[config.mk]
export PLATFORM = sky130hd
export DESIGN_NAME = ranrot_b3_random_generator
export DESIGN_NICKNAME = d
export VERILOG_FILES = /design/src/hw/rtl/rrb3_pkg.sv /design/src/hw/rtl/ranrot_b3_random_generator.sv /design/src/hw/rtl/rrb3_ram.sv
export SDC_FILE = /design/constraint.sdc
export NUM_CORES = 2
export LEC_CHECK = 0
export BUFFER_PORTS_ARGS = -buffer_cell sky130_fd_sc_hd__buf_2
export CELL_PAD_IN_SITES_DETAIL_PLACEMENT = 0
export CELL_PAD_IN_SITES_GLOBAL_PLACEMENT = 1
export CORE_ASPECT_RATIO = 2
export CORE_MARGIN = 2
export CORE_UTILIZATION = 55
export CTS_CLUSTER_SIZE = 28
export DETAILED_ROUTE_END_ITERATION = 10
export GPL_TIMING_DRIVEN = 0
export PLACE_DENSITY_LB_ADDON = 0.15
export SKIP_LAST_GASP = 1
export SYNTH_ARGS = -nofsm -noshare
export SYNTH_HDL_FRONTEND = slang
export SYNTH_SLANG_ARGS = --single-unit
[constraint.sdc]
create_clock -name i_clk -period 9.5 [get_ports i_clk]
set_clock_uncertainty 0.2 [all_clocks]
set_input_delay 0 -clock i_clk [delete_from_list [all_inputs] [get_ports i_clk]]
set_output_delay 0 -clock i_clk [all_outputs]
set_load 0.01 [all_outputs]
[src/hw/rtl/rrb3_pkg.sv]
// shared constants for the ranrot b3 random generator
// ring geometry, tap offsets, rotation amounts, seed-fill constants and warm-up length
// no dependencies
package rrb3_pkg;

    localparam int WORD_W          = 64;
    localparam int RING_LEN        = 27;
    localparam int IDX_W           = $clog2(RING_LEN);
    localparam int TAP_TWO_START   = 10;
    localparam int TAP_THREE_START = 21;
    localparam int ROT_A           = 5;
    localparam int ROT_B           = 3;
    localparam int ROT_C           = 53;
    localparam int SEED_ROT        = 5;
    localparam int SEED_ADD        = 97;
    localparam int WARMUP_DRAWS    = 50000;
    localparam int WARM_W          = (WARMUP_DRAWS > 1) ? $clog2(WARMUP_DRAWS) : 1;

    typedef logic [WORD_W-1:0] t_word;
    typedef logic [IDX_W-1:0]  t_idx;

endpackage

[src/hw/rtl/ranrot_b3_random_generator.sv]
// top level of the 64-bit ranrot b3 random generator
// keeps the 27-word ring in one rrb3_ram instance; uses rrb3_pkg
//
// A beat with i_func set draws one 64-bit word and returns it on the output
// channel; a beat with i_func clear reseeds from i_seed and returns nothing.
// The ring sits in a ram with one read port, so a draw reads its three taps
// one per cycle in S_RDA, S_RDB and S_RDC and writes the sum back in S_SUM,
// after the beat is accepted in S_IDLE. A reseed writes the 27 ring words one
// per cycle and then runs 50000 discarded draws; o_ready stays low throughout.
// A finished result waits in an output register; the next beat is taken while
// it waits, and that draw holds in S_SUM until the waiting word is taken.
// After reset the ring reads as zero through per-word valid bits, so there is
// no clearing pass.
module ranrot_b3_random_generator (
    input  logic                   i_clk,
    input  logic                   i_rst_n,
    input  logic                   i_valid,
    output logic                   o_ready,
    input  logic                   i_func,
    input  logic [rrb3_pkg::WORD_W-1:0] i_seed,
    output logic                   o_valid,
    input  logic                   i_ready,
    output logic [rrb3_pkg::WORD_W-1:0] o_value
);

    import rrb3_pkg::*;

    localparam logic [2:0] S_IDLE = 3'd0;
    localparam logic [2:0] S_FILL = 3'd1;
    localparam logic [2:0] S_RDA  = 3'd2;
    localparam logic [2:0] S_RDB  = 3'd3;
    localparam logic [2:0] S_RDC  = 3'd4;
    localparam logic [2:0] S_SUM  = 3'd5;

    localparam t_idx LAST_IDX = t_idx'(RING_LEN - 1);

    function automatic t_word rotl(input t_word x, input int r);
        return (x << r) | (x >> (WORD_W - r));
    endfunction

    function automatic t_idx step_down(input t_idx i);
        return (i == '0) ? LAST_IDX : t_idx'(i - 1'b1);
    endfunction

    logic [2:0]        r_state, n_state;
    t_idx              r_cnt, n_cnt;
    t_word             r_fill_word, n_fill_word;
    t_idx              r_idx_a, n_idx_a;
    t_idx              r_idx_b, n_idx_b;
    t_idx              r_idx_c, n_idx_c;
    logic              r_warm, n_warm;
    logic [WARM_W-1:0] r_warm_cnt, n_warm_cnt;
    t_word             r_word_a, n_word_a;
    t_word             r_word_b, n_word_b;
    logic              r_rd_vld;
    logic [RING_LEN-1:0] r_vld;
    logic              r_out_vld, n_out_vld;
    t_word             r_out_value, n_out_value;

    logic  ram_we;
    t_idx  ram_waddr;
    t_word ram_wdata;
    t_idx  ram_raddr;
    t_word ram_rdata;
    t_word word_c;
    t_word sum;
    logic  proceed;

    rrb3_ram #(
        .WIDTH (WORD_W),
        .DEPTH (RING_LEN)
    ) u_ring (
        .i_clk   (i_clk),
        .i_we    (ram_we),
        .i_waddr (ram_waddr),
        .i_wdata (ram_wdata),
        .i_raddr (ram_raddr),
        .o_rdata (ram_rdata)
    );

    // never-written words read as zero
    assign word_c  = r_rd_vld ? ram_rdata : '0;
    assign sum     = rotl(r_word_a, ROT_A) + rotl(r_word_b, ROT_B) + rotl(word_c, ROT_C);
    assign proceed = r_warm || !r_out_vld || i_ready;

    assign o_ready = (r_state == S_IDLE);
    assign o_valid = r_out_vld;
    assign o_value = r_out_value;

    always_comb begin
        ram_we    = 1'b0;
        ram_waddr = r_idx_a;
        ram_wdata = sum;
        ram_raddr = r_idx_a;
        unique case (r_state)
            S_FILL: begin
                ram_we    = 1'b1;
                ram_waddr = r_cnt;
                ram_wdata = r_fill_word;
            end
            S_RDB: ram_raddr = r_idx_b;
            S_RDC: ram_raddr = r_idx_c;
            S_SUM: begin
                ram_we    = proceed;
                ram_raddr = r_idx_c;
            end
            default: ram_raddr = r_idx_a;
        endcase
    end

    always_comb begin
        n_state     = r_state;
        n_cnt       = r_cnt;
        n_fill_word = r_fill_word;
        n_idx_a     = r_idx_a;
        n_idx_b     = r_idx_b;
        n_idx_c     = r_idx_c;
        n_warm      = r_warm;
        n_warm_cnt  = r_warm_cnt;
        n_word_a    = r_word_a;
        n_word_b    = r_word_b;
        n_out_vld   = r_out_vld && !i_ready;
        n_out_value = r_out_value;
        unique case (r_state)
            S_IDLE: begin
                if (i_valid) begin
                    if (!i_func) begin
                        n_fill_word = i_seed;
                        n_cnt       = '0;
                        n_state     = S_FILL;
                    end else begin
                        n_warm  = 1'b0;
                        n_state = S_RDA;
                    end
                end
            end
            S_FILL: begin
                n_fill_word = rotl(r_fill_word, SEED_ROT) + t_word'(SEED_ADD);
                n_cnt       = t_idx'(r_cnt + 1'b1);
                if (r_cnt == LAST_IDX) begin
                    n_idx_a    = '0;
                    n_idx_b    = t_idx'(TAP_TWO_START);
                    n_idx_c    = t_idx'(TAP_THREE_START);
                    n_warm     = 1'b1;
                    n_warm_cnt = WARM_W'(WARMUP_DRAWS - 1);
                    n_state    = (WARMUP_DRAWS == 0) ? S_IDLE : S_RDA;
                end
            end
            S_RDA: n_state = S_RDB;
            S_RDB: begin
                n_word_a = r_rd_vld ? ram_rdata : '0;
                n_state  = S_RDC;
            end
            S_RDC: begin
                n_word_b = r_rd_vld ? ram_rdata : '0;
                n_state  = S_SUM;
            end
            S_SUM: begin
                if (proceed) begin
                    n_idx_a = step_down(r_idx_a);
                    n_idx_b = step_down(r_idx_b);
                    n_idx_c = step_down(r_idx_c);
                    if (r_warm) begin
                        if (r_warm_cnt == '0) begin
                            n_warm  = 1'b0;
                            n_state = S_IDLE;
                        end else begin
                            n_warm_cnt = r_warm_cnt - 1'b1;
                            n_state    = S_RDA;
                        end
                    end else begin
                        n_out_vld   = 1'b1;
                        n_out_value = sum;
                        n_state     = S_IDLE;
                    end
                end
            end
            default: n_state = S_IDLE;
        endcase
    end

    always_ff @(posedge i_clk) begin
        if (!i_rst_n) begin
            r_state   <= S_IDLE;
            r_idx_a   <= '0;
            r_idx_b   <= t_idx'(TAP_TWO_START);
            r_idx_c   <= t_idx'(TAP_THREE_START);
            r_warm    <= 1'b0;
            r_vld     <= '0;
            r_rd_vld  <= 1'b0;
            r_out_vld <= 1'b0;
        end else begin
            r_state   <= n_state;
            r_idx_a   <= n_idx_a;
            r_idx_b   <= n_idx_b;
            r_idx_c   <= n_idx_c;
            r_warm    <= n_warm;
            r_rd_vld  <= r_vld[ram_raddr];
            r_out_vld <= n_out_vld;
            if (ram_we) begin
                r_vld[ram_waddr] <= 1'b1;
            end
        end
    end

    always_ff @(posedge i_clk) begin
        r_cnt       <= n_cnt;
        r_fill_word <= n_fill_word;
        r_warm_cnt  <= n_warm_cnt;
        r_word_a    <= n_word_a;
        r_word_b    <= n_word_b;
        r_out_value <= n_out_value;
    end

    // taps keep their fixed spacing around the ring
    a_tap_spacing: assert property (@(posedge i_clk) disable iff (!i_rst_n)
        (6'(r_idx_b) == 6'(r_idx_a) + 6'd10) || (6'(r_idx_a) == 6'(r_idx_b) + 6'd17))
        else $error("tap b out of step with write index");

    a_tap_three_spacing: assert property (@(posedge i_clk) disable iff (!i_rst_n)
        (6'(r_idx_c) == 6'(r_idx_a) + 6'd21) || (6'(r_idx_a) == 6'(r_idx_c) + 6'd6))
        else $error("tap c out of step with write index");

    a_fill_marks_ring: assert property (@(posedge i_clk) disable iff (!i_rst_n)
        (r_state == S_FILL) && (r_cnt == LAST_IDX) |=> (&r_vld))
        else $error("ring not fully valid after reseed fill");

    a_stall_holds_draw: assert property (@(posedge i_clk) disable iff (!i_rst_n)
        (r_state == S_SUM) && !r_warm && r_out_vld && !i_ready
        |=> (r_state == S_SUM) && $stable(r_idx_a))
        else $error("draw finished while output beat still pending");

    a_write_states: assert property (@(posedge i_clk) disable iff (!i_rst_n)
        ram_we |-> (r_state == S_FILL) || (r_state == S_SUM))
        else $error("ring written outside fill or sum");

endmodule

[src/hw/rtl/rrb3_ram.sv]
// generic single-write, single-read ram with registered read data
// one write port and one read port, both on i_clk
// no dependencies
module rrb3_ram #(
    parameter int WIDTH = 64,
    parameter int DEPTH = 27
) (
    input  logic                     i_clk,
    input  logic                     i_we,
    input  logic [$clog2(DEPTH)-1:0] i_waddr,
    input  logic [WIDTH-1:0]         i_wdata,
    input  logic [$clog2(DEPTH)-1:0] i_raddr,
    output logic [WIDTH-1:0]         o_rdata
);

    logic [WIDTH-1:0] r_mem [DEPTH];
    logic [WIDTH-1:0] r_rdata;

    always_ff @(posedge i_clk) begin
        if (i_we) begin
            r_mem[i_waddr] <= i_wdata;
        end
        r_rdata <= r_mem[i_raddr];
    end

    assign o_rdata = r_rdata;

endmodule
==> qor.yml <==
status: "complete, no violations"
yosysMostFrequentCell: "edfxtp_1"
routed_via_density: 6.18
layout.nets: 5687
nFillCells: 11100
io_pins: 135
min_period_over_period: 0.782
ys_warn_count: 0
ys_ff_latch: 2117
syn2layout_area_growth_pct: 14.9
drv_slew: 0
layout-drive-gt1-share: 0.217
fp.dieW_um: 285
grt_pass1_wl_um: 351000
grt_max_degree: 34
drt_wl_total_um: 251000
post-dp-hpwl_um: 183000
root_buffer: "clkbuf_16"
synth_ff_type: "edfxtp_1"
antenna_found_initial: 7
die_y_um: 567
antenna_left: 0
die_area_sq_um: 162000
yosys-top-cells-count: "2,005 x edfxtp_1, 470 x nand2_1, 390 x mux4_2"
tightest_slew_ns: 1.33
worst_setup_path_start_kind: "flip-flop"
netlist.area_leader.share: 0.691
ys_types: 82
synth_area_sq_um: 87100
dpl_cell_area_sq_um: 92900
first_pass_iters: 6
maxSlewHeadroom: 0.113
post-route-util: 0.636
cp.required_ns: 9.82
leakagePower_nw: 34.6
layout_min_cycle_time_ns: 7.43
postCtsSetupBuffers: 0
rows: 206
vias: 47600
hold_path_class: "in -> reg"
setup_viol: 0
grt_pass1_vias: 49200
synthesis.nets: 5123
crit_fanout: 27
synth_edf_count: 2005
gp_congestion: 1.03
seq_area_frac_synth: 0.717
insertion_delay_ns: 0.82
io_buffers: 133
rsz0062_at_grt: "false"
cts.sinks: 2117
finalInstanceArea_sq_um: 100000
final_hold_viol_count: 0
core_area_sq_um: 157000
worst_ep_arrival_time_ns: 7.75
cts_tree: "built"
h-tree-depth: 4
gr-usage-all-layers: 0.311
cts_buffers: 183
synth_top_area_cell: "edfxtp_1"
synth-async-reset-ratio: 0
clkTransAtPathRegs_ns: 0.07
critical_path_class: "reg -> reg"
synthCells: 4921
clock_path_buffers: 4
worst_setup_path_end_kind: "flip-flop"
drt-initial-drc-count: 4861
avgSynthCellArea_sq_um: 17.7
grt_overflow: 0
peakVddDrop_uv: 169
drv_cap: 0
start_util: 0.553
synth.area.top_cells: "edfxtp_1 69%, mux4_2 10%, dfxtp_1 2.6%"
fmax_ghz: 0.135
power_density_nw_per_um2: 244
cts_resized: 0
route.detailed.drc: 0
wl_per_cell_um: 32.6
==> state kept, by name, summed over array words and instances (netlist names) <==
name,flops
o_value,64
r_vld,27
r_cnt,5
r_idx_a,5
r_idx_b,5
o_valid,1
r_rd_vld,1
r_warm,1
r_word_a,64
u_ring.o_rdata,64
r_fill_word,64
r_warm_cnt,16
r_state,3
r_idx_c,5
u_ring.r_mem,1728
r_word_b,64
==> critical path: stages, from the launching register on <==
cell       delay (ns)
dfxtp_1          0.38
clkbuf_1         0.64
clkbuf_1         0.69
and2_1           0.44
fa_1             0.48
ha_1             0.42
nand2_1          0.16
nor2_1           0.30
nand4_1          0.24
nor3_1           0.76
a2111oi_2        0.26
a211oi_2         0.66
a31oi_1          0.19
xnor2_1          0.49
mux2_2           0.78
==> through the flow <==
step / setup TNS (ns) / worst slack [ns] / hold slack [ns] / std cells / total power [mW]
3_5_place_dp: 0 / 2.31 / 0.0805 / 7244 / 17.1
6_report: 0 / 2.07 / 0.0193 / 7702 / 24.4
4_1_cts: 0 / 2.32 / 0.0121 / 7701 / 24.4
5_1_grt: 0 / 2.04 / 0.00988 / 7702 / 25.1
3_3_place_gp: -98.34 / -0.274 / 0.0822 / 7134 / 16.8
2_1_floorplan: 0 / 3.09 / -0.0186 / 4921 / 14.7
==> report_power, final <==
group / switching [mW] / total [mW] / internal [mW]
sequential: 0.262 / 12.1 / 11.8
clock: 3.34 / 7.47 / 4.13
combinational: 3.51 / 4.84 / 1.33
total: 7.11 / 24.4 / 17.3
==> worst paths after layout <==
path,startpoint,endpoint,slack (ns),cells past startpoint
max,r_rd_vld,u_ring.r_mem[10][62],2.07,14
min,i_seed[10],r_fill_word[10],0.02,4
max reg2reg,r_rd_vld,u_ring.r_mem[10][62],2.07,14
min reg2reg,r_vld[2],r_vld[2],0.26,1
==> metal layers <==
layer,track usage,vias to the layer above,share of wire
met2,0.576,1899,0.54
li1,-,20500,-
met5,0,-,0
met1,0.341,24700,0.33
met3,0.0369,585,0.056
met4,0.178,0,0.068
==> layout make-up <==
class	count	area [sq um]	area share
inverter	50	188	0.00187
multi-input combinational	2491	23500	0.235
sequential	2117	62400	0.624
clock inverter	102	936	0.00935
antenna	1	2.50	0.0000250
clock buffer	219	4920	0.0492
buffer	263	1310	0.0130
tap	2080	2600	0.0260
timing repair buffer	379	4220	0.0421
==> what timing repair did <==
item,4_1_cts,5_1_grt
hold buffers,136,0
setup endpoints to repair,0,0
hold endpoints to repair,145,0
==> placed cells by master, fill, tap and decap left out, types with 35 or more instances in the layout <==
master | Yosys | routed
o211ai_1 | 73 | 73
nand2_1 | 470 | 470
inv_1 | 49 | 49
fa_1 | 64 | 64
and2_1 | 75 | 75
clkbuf_1 | 108 | 127
xor2_1 | 52 | 52
buf_12 | 0 | 75
buf_4 | 47 | 51
clkbuf_16 | 0 | 189
o21ai_1 | 71 | 68
o21ai_0 | 251 | 246
buf_2 | 91 | 224
nand3_1 | 46 | 46
clkinv_1 | 0 | 39
edfxtp_1 | 2005 | 2005
dfxtp_1 | 112 | 112
dlygate4sd3_1 | 0 | 136
ha_1 | 69 | 69
a21oi_1 | 102 | 100
mux2_2 | 94 | 94
nor2_1 | 121 | 88
o21a_1 | 36 | 36
mux2i_1 | 201 | 201
xnor2_1 | 82 | 82
mux4_2 | 390 | 390
nand4_1 | 35 | 35
==> logic make-up after synthesis <==
family | count (synthesis) | synth area share
buffers and inverters | 313 | 0.0171
AND/OR/NAND/NOR | 878 | 0.0459
multiplexers | 685 | 0.136
adder cells (fa/ha/maj) | 133 | 0.0246
AO/OA/AOI/OAI | 661 | 0.0459
XOR/XNOR | 134 | 0.0135
flip-flops | 2117 | 0.717
Note: power is estimated with default switching activity, not from simulation.
